[src/rtl/prl_ram.sv]
`default_nettype none
module prl_ram #(
  parameter int Width = 8,
  parameter int Depth = 256
) (
  input  wire logic                     clk_i,
  input  wire logic                     we_i,
  input  wire logic [$clog2(Depth)-1:0] waddr_i,
  input  wire logic [Width-1:0]         wdata_i,
  input  wire logic [$clog2(Depth)-1:0] raddr_i,
  output logic      [Width-1:0]         rdata_o
);

  logic [Width-1:0] mem_q [Depth];

  // One write port and one registered read port.
  always_ff @(posedge clk_i) begin
    if (we_i) begin
      mem_q[waddr_i] <= wdata_i;
    end
    rdata_o <= mem_q[raddr_i];
  end

endmodule
`default_nettype wire

[config.mk]
export PLATFORM = sky130hd
export DESIGN_NAME = prl_ram
export DESIGN_NICKNAME = d
export VERILOG_FILES = /design/src/rtl/prl_ram.sv
export SDC_FILE = /design/constraint.sdc
export NUM_CORES = 2
export LEC_CHECK = 0
export BUFFER_PORTS_ARGS = -buffer_cell sky130_fd_sc_hd__buf_2
export CORE_AREA = 2 2 368 370
export CTS_CLUSTER_DIAMETER = 40
export CTS_CLUSTER_SIZE = 14
export DETAILED_ROUTE_END_ITERATION = 16
export DIE_AREA = 0 0 370 372
export MAX_ROUTING_LAYER = met4
export PLACE_DENSITY = 0.72
export SLEW_MARGIN = 20
export SYNTH_ARGS = -nofsm -noshare
export SYNTH_HDL_FRONTEND = slang
export SYNTH_SLANG_ARGS = --single-unit
[constraint.sdc]
create_clock -name clk_i -period 3.1 [get_ports clk_i]
set_clock_uncertainty 0.15 [all_clocks]
set_input_delay 0.465 -clock clk_i [delete_from_list [all_inputs] [get_ports clk_i]]
set_output_delay 0.465 -clock clk_i [all_outputs]
set_load 0.03 [all_outputs]
; Yosys cells after proc, flatten, opt, wreduce, memory -nomap -nowiden
; Memories as Yosys holds them, arrays and structs flattened. A register that Yosys moved wholly into a read port is not among the register bits.
; Cells that the tools add are included.
[op_classes]
n_addsub = 0
n_mul = 0
n_div = 0
magnitude_cmp = 0
eq_ne = 0
n_shift = 0
mux = 2
bitwise_logic = 0
reduce_logical = 0
[op_table]
columns = operator, n
row1 = $mux W1, 2
[word_totals]
regBits = 0
latchBits = 0
ram_bits = 2048
rom_bits = 0
in_bits = 26
output_inout_bits = 8
wordCells = 3
memories = 1
[mem_list]
columns = memory, words, width, read_ports, rd_clocked_by_memory_dff, write_ports, line
row1 = mem_q, 256, 8, 1, 1, 1, 14  ; logic [Width-1:0] mem_q [Depth];

; Longest topological paths before layout
[logic_depth]
ltp_word = 2
depth_mapped = 11
mapped_depth_nobuf = 6

; Worst setup path before layout
; Ideal clock, no wire load.
[synth_path]
path_kind = input port to flip-flop
start = in raddr_i[0]
end = reg rdata_o[2], read port of mem_q
setup_time_ps = 131
arrival_time_ps = 2272
t_required_ps = 2819
path_slack_ps = 547
path_stages = 9
path_buffers = 4
cell_sequence = buf_6 -> buf_12 -> buf_8 -> buf_2 -> mux4_2 -> a22oi_1 -> a21oi_1 -> nor4_1 -> nor4_2
[synth_lines]
columns = item, line
row1 = "start, declared", 10  ; input wire logic [$clog2(Depth)-1:0] raddr_i,
row2 = "end, declared", 11  ; output logic [Width-1:0] rdata_o

==> impl_metrics.env <==
export IMPL_syn_nets=3759
export IMPL_wl_mm=198.2
export IMPL_ctsHtreeMaxLevel=4
export IMPL_drc_errors=0
export IMPL_numPortBuffers=33
export IMPL_rsz0062_at_grt="no"
export IMPL_initial_core_util=0.5924
export IMPL_ys_top_cells_by_area="edfxtp_1 (77%), mux4_2 (13%), mux2i_1 (1.7%)"
export IMPL_setup_violations=0
export IMPL_grt_pass1_vias=41190
export IMPL_min_path_type="in -> reg"
export IMPL_place_hpwl_mm=123.9
export IMPL_synth_top_area_frac=0.7730
export IMPL_cp_arrival_ns=3.59
export IMPL_critPathLaunchType="flop"
export IMPL_grt_max_degree=98
export IMPL_grtUsageTotal=0.3021
export IMPL_io_pins=34
export IMPL_routedWlPerCell_um=31.58
export IMPL_drt_pass1_iter_count=5
export IMPL_die_area_sq_um=137600
export IMPL_hold_violations=0
export IMPL_finalNonFillerCells=6276
export IMPL_synth_mux_area_fraction=0.1462
export IMPL_multi_input_area_sq_um=16500
export IMPL_cap_violations=0
export IMPL_antenna_left=0
export IMPL_status="completed"
export IMPL_relSlewSlack=0.2259
export IMPL_powerDensity_nw_per_um2=645.9
export IMPL_synthDistinctLibCells=55
export IMPL_antenna_found_initial=13
export IMPL_worstSetupPathType="reg -> reg"
export IMPL_cts_root_buf="clkbuf_16"
export IMPL_core_sq_um=134300
export IMPL_cp_slowest_cell="nor4_1"
export IMPL_postCtsResizedCells=0
export IMPL_numClockSinks=2056
export IMPL_gr_total_overflow=0
export IMPL_ctsHoldBuffers=7
export IMPL_wl_met1_mm=73.32
export IMPL_yosysWarnings=0
export IMPL_min_period_ns=3.050
export IMPL_endpoint_kind="flop"
export IMPL_ys_seq_area_frac=0.7750
export IMPL_synth_compound_area_frac=0.03419
export IMPL_slowest_delay_ns=1.01
export IMPL_std_cell_rows=135
export IMPL_met2WireLength_mm=96.97
export IMPL_cp_top_family="simple AND/OR/NAND/NOR gates"
export IMPL_routed_via_density=6.605
export IMPL_clockBufferDepth=3
export IMPL_post_route_period_util=0.9838
export IMPL_synth_top_family_by_area="multiplexers"
export IMPL_synth_top_area_cell="edfxtp_1"
export IMPL_cts_tree="done"
export IMPL_routed_wl_met3_mm=22.18
export IMPL_crit_chain="mux4_2 > mux4_2 > nor2b_1 > nor4_1 > nor4_1"
export IMPL_synthAdderAreaFrac=0
export IMPL_synth_ff_latch_count=2056
export IMPL_area_growth_pct=16.92
export IMPL_die_h_um=372
export IMPL_nFillCells=7985
export IMPL_synth_simple_area_share=0.02628
export IMPL_critPathBufInv=0
export IMPL_worstPathRequired_ns=3.64
export IMPL_seqCellArea_sq_um=61660
export IMPL_syn_area_sq_um=79560
export IMPL_p_total_uw=60080
export IMPL_gp_congestion=0.8799
export IMPL_vdd_drop_max_mv=0.6545
export IMPL_final_max_slew_viol_count=0
export IMPL_design_area_sq_um=93020
export IMPL_clkSlewWorstSetupHoldPaths_ns=0.07
export IMPL_cp_max_fo=1
export IMPL_cts_buffers=212
export IMPL_drtIter0Drc=5937
export IMPL_drive_gt1_frac=0.3118
export IMPL_postCtsSetupBuffers=0
export IMPL_fmax_ghz=0.3279
export IMPL_finalSetupTns_ns=0
export IMPL_place_inst=5867
export IMPL_route_vias_total=41460
export IMPL_die_w_um=370
export IMPL_syn_inst=3733
export IMPL_syn_area_per_cell_sq_um=21.31
export IMPL_fin_util=0.6927
export IMPL_grt_pass1_wl_mm=286.7
export IMPL_clk_latency_ns=0.87
export IMPL_fin_nets=4333
export IMPL_cellLeakagePower_uw=0.03010
export IMPL_dpl_cell_area_sq_um=85650
export IMPL_routed_top_layer="met4"
export IMPL_tightest_slew_ns=1.151
export IMPL_synthXorXnorAreaFrac=0
-- cell usage after synthesis, drive strengths merged --
cell type     n
a2111oi       5
a211oi       16
nor4         27
nand2        33
inv           1
or3b          1
a22o          8
nand3        34
nor4b         1
nand2b        8
and2          6
nand4        10
buf         122
o32ai         5
edfxtp     2048
nor3         22
nor2        282
mux2i       134
clkbuf      111
o211ai       10
and3          1
a221oi       14
o22a          5
nor3b         1
a311oi        2
a22oi       133
nor2b        31
a21oi        96
clkinv        1
o311ai        1
or2           4
nand3b        2
and3b         2
mux2          1
o21ai        12
a21boi        1
mux4        456
o22ai        28
or2b          1
dfxtp         8
o221ai       47
a31oi         2
-- per-layer routing --
layer,vias to the layer above,track usage
met5,-,-
met1,21610,0.4151
met3,375,0.06445
li1,16890,-
met2,2585,0.4651
met4,0,0.08716
-- state kept, by name (all words and copies together), names as in the netlist --
signal   flops
mem_q     2048
rdata_o      8
-- cell type report --
class,count,area share
Sequential cell,2056,0.6629
Timing Repair Buffer,593,0.05725
Inverter,2,0.00008071
Clock inverter,151,0.01983
Tap cell,1781,0.02396
Clock buffer,240,0.05839
Multi-Input combinational cell,1442,0.1773
Antenna cell,11,0.0002959
-- cells in the final DEF (no fill, tap or decap), drive strengths merged, types with 4 or more instances in the layout --
master and n:
dlygate4sd3 7, o221ai 47, o211ai 10, nor4 27
buf 584, a22o 8, a21oi 96, edfxtp 2048
a22oi 133, nand2b 8, clkbuf 242, nor2 282
dfxtp 8, o32ai 5, mux4 456, nand2 33
nand4 10, nor3 22, diode 11, nand3 34
inv 32, o22a 5, and2 6, mux2i 134
clkinv 72, nor2b 31, o21ai 12, clkinvlp 18
a2111oi 5, a211oi 16, a221oi 14, or2 4
bufinv 31, o22ai 28
-- kinds of logic (layout without fill, tap and decap cells) --
family	after synthesis	in the layout
DFF	2056	2056
muxes	591	591
and+or+nand+nor	466	466
AOI/OAI and AO/OA	385	385
buffers and inverters	235	986
other	0	11
-- path summary, 6_finish.rpt --
path | from | endpoint | slack, ns | cells past startpoint
setup / recovery | mem_q[82][1] | rdata_o[1] | 0.05 | 5
setup reg to reg | mem_q[82][1] | rdata_o[1] | 0.05 | 5
hold reg to reg | mem_q[39][6] | rdata_o[6] | 1.02 | 6
hold / removal | wdata_i[3] | mem_q[244][3] | 0.04 | 1
-- through the flow --
step | worst slack, ns | hold WS [ns]
floorplan | 0.5471 | 0.4139
global placement | -0.5153 | 0.7330
detailed placement | -0.4794 | 0.7405
CTS | 0.2092 | 0.03764
global route | 0.1162 | 0.05791
finish | 0.05014 | 0.04422
-- power breakdown --
| group | leakage, uW | internal (uW) | total [uW] | switching [uW] |
|---|---|---|---|---|
| Combinational | 0.00812 | 1180 | 3060 | 1880 |
| Sequential | 0.0185 | 30600 | 30700 | 60.9 |
| Clock | 0.00350 | 15300 | 26300 | 11000 |
| Total | 0.0301 | 47200 | 60100 | 12900 |
No activity file was read; power rests on OpenSTA's default activity.
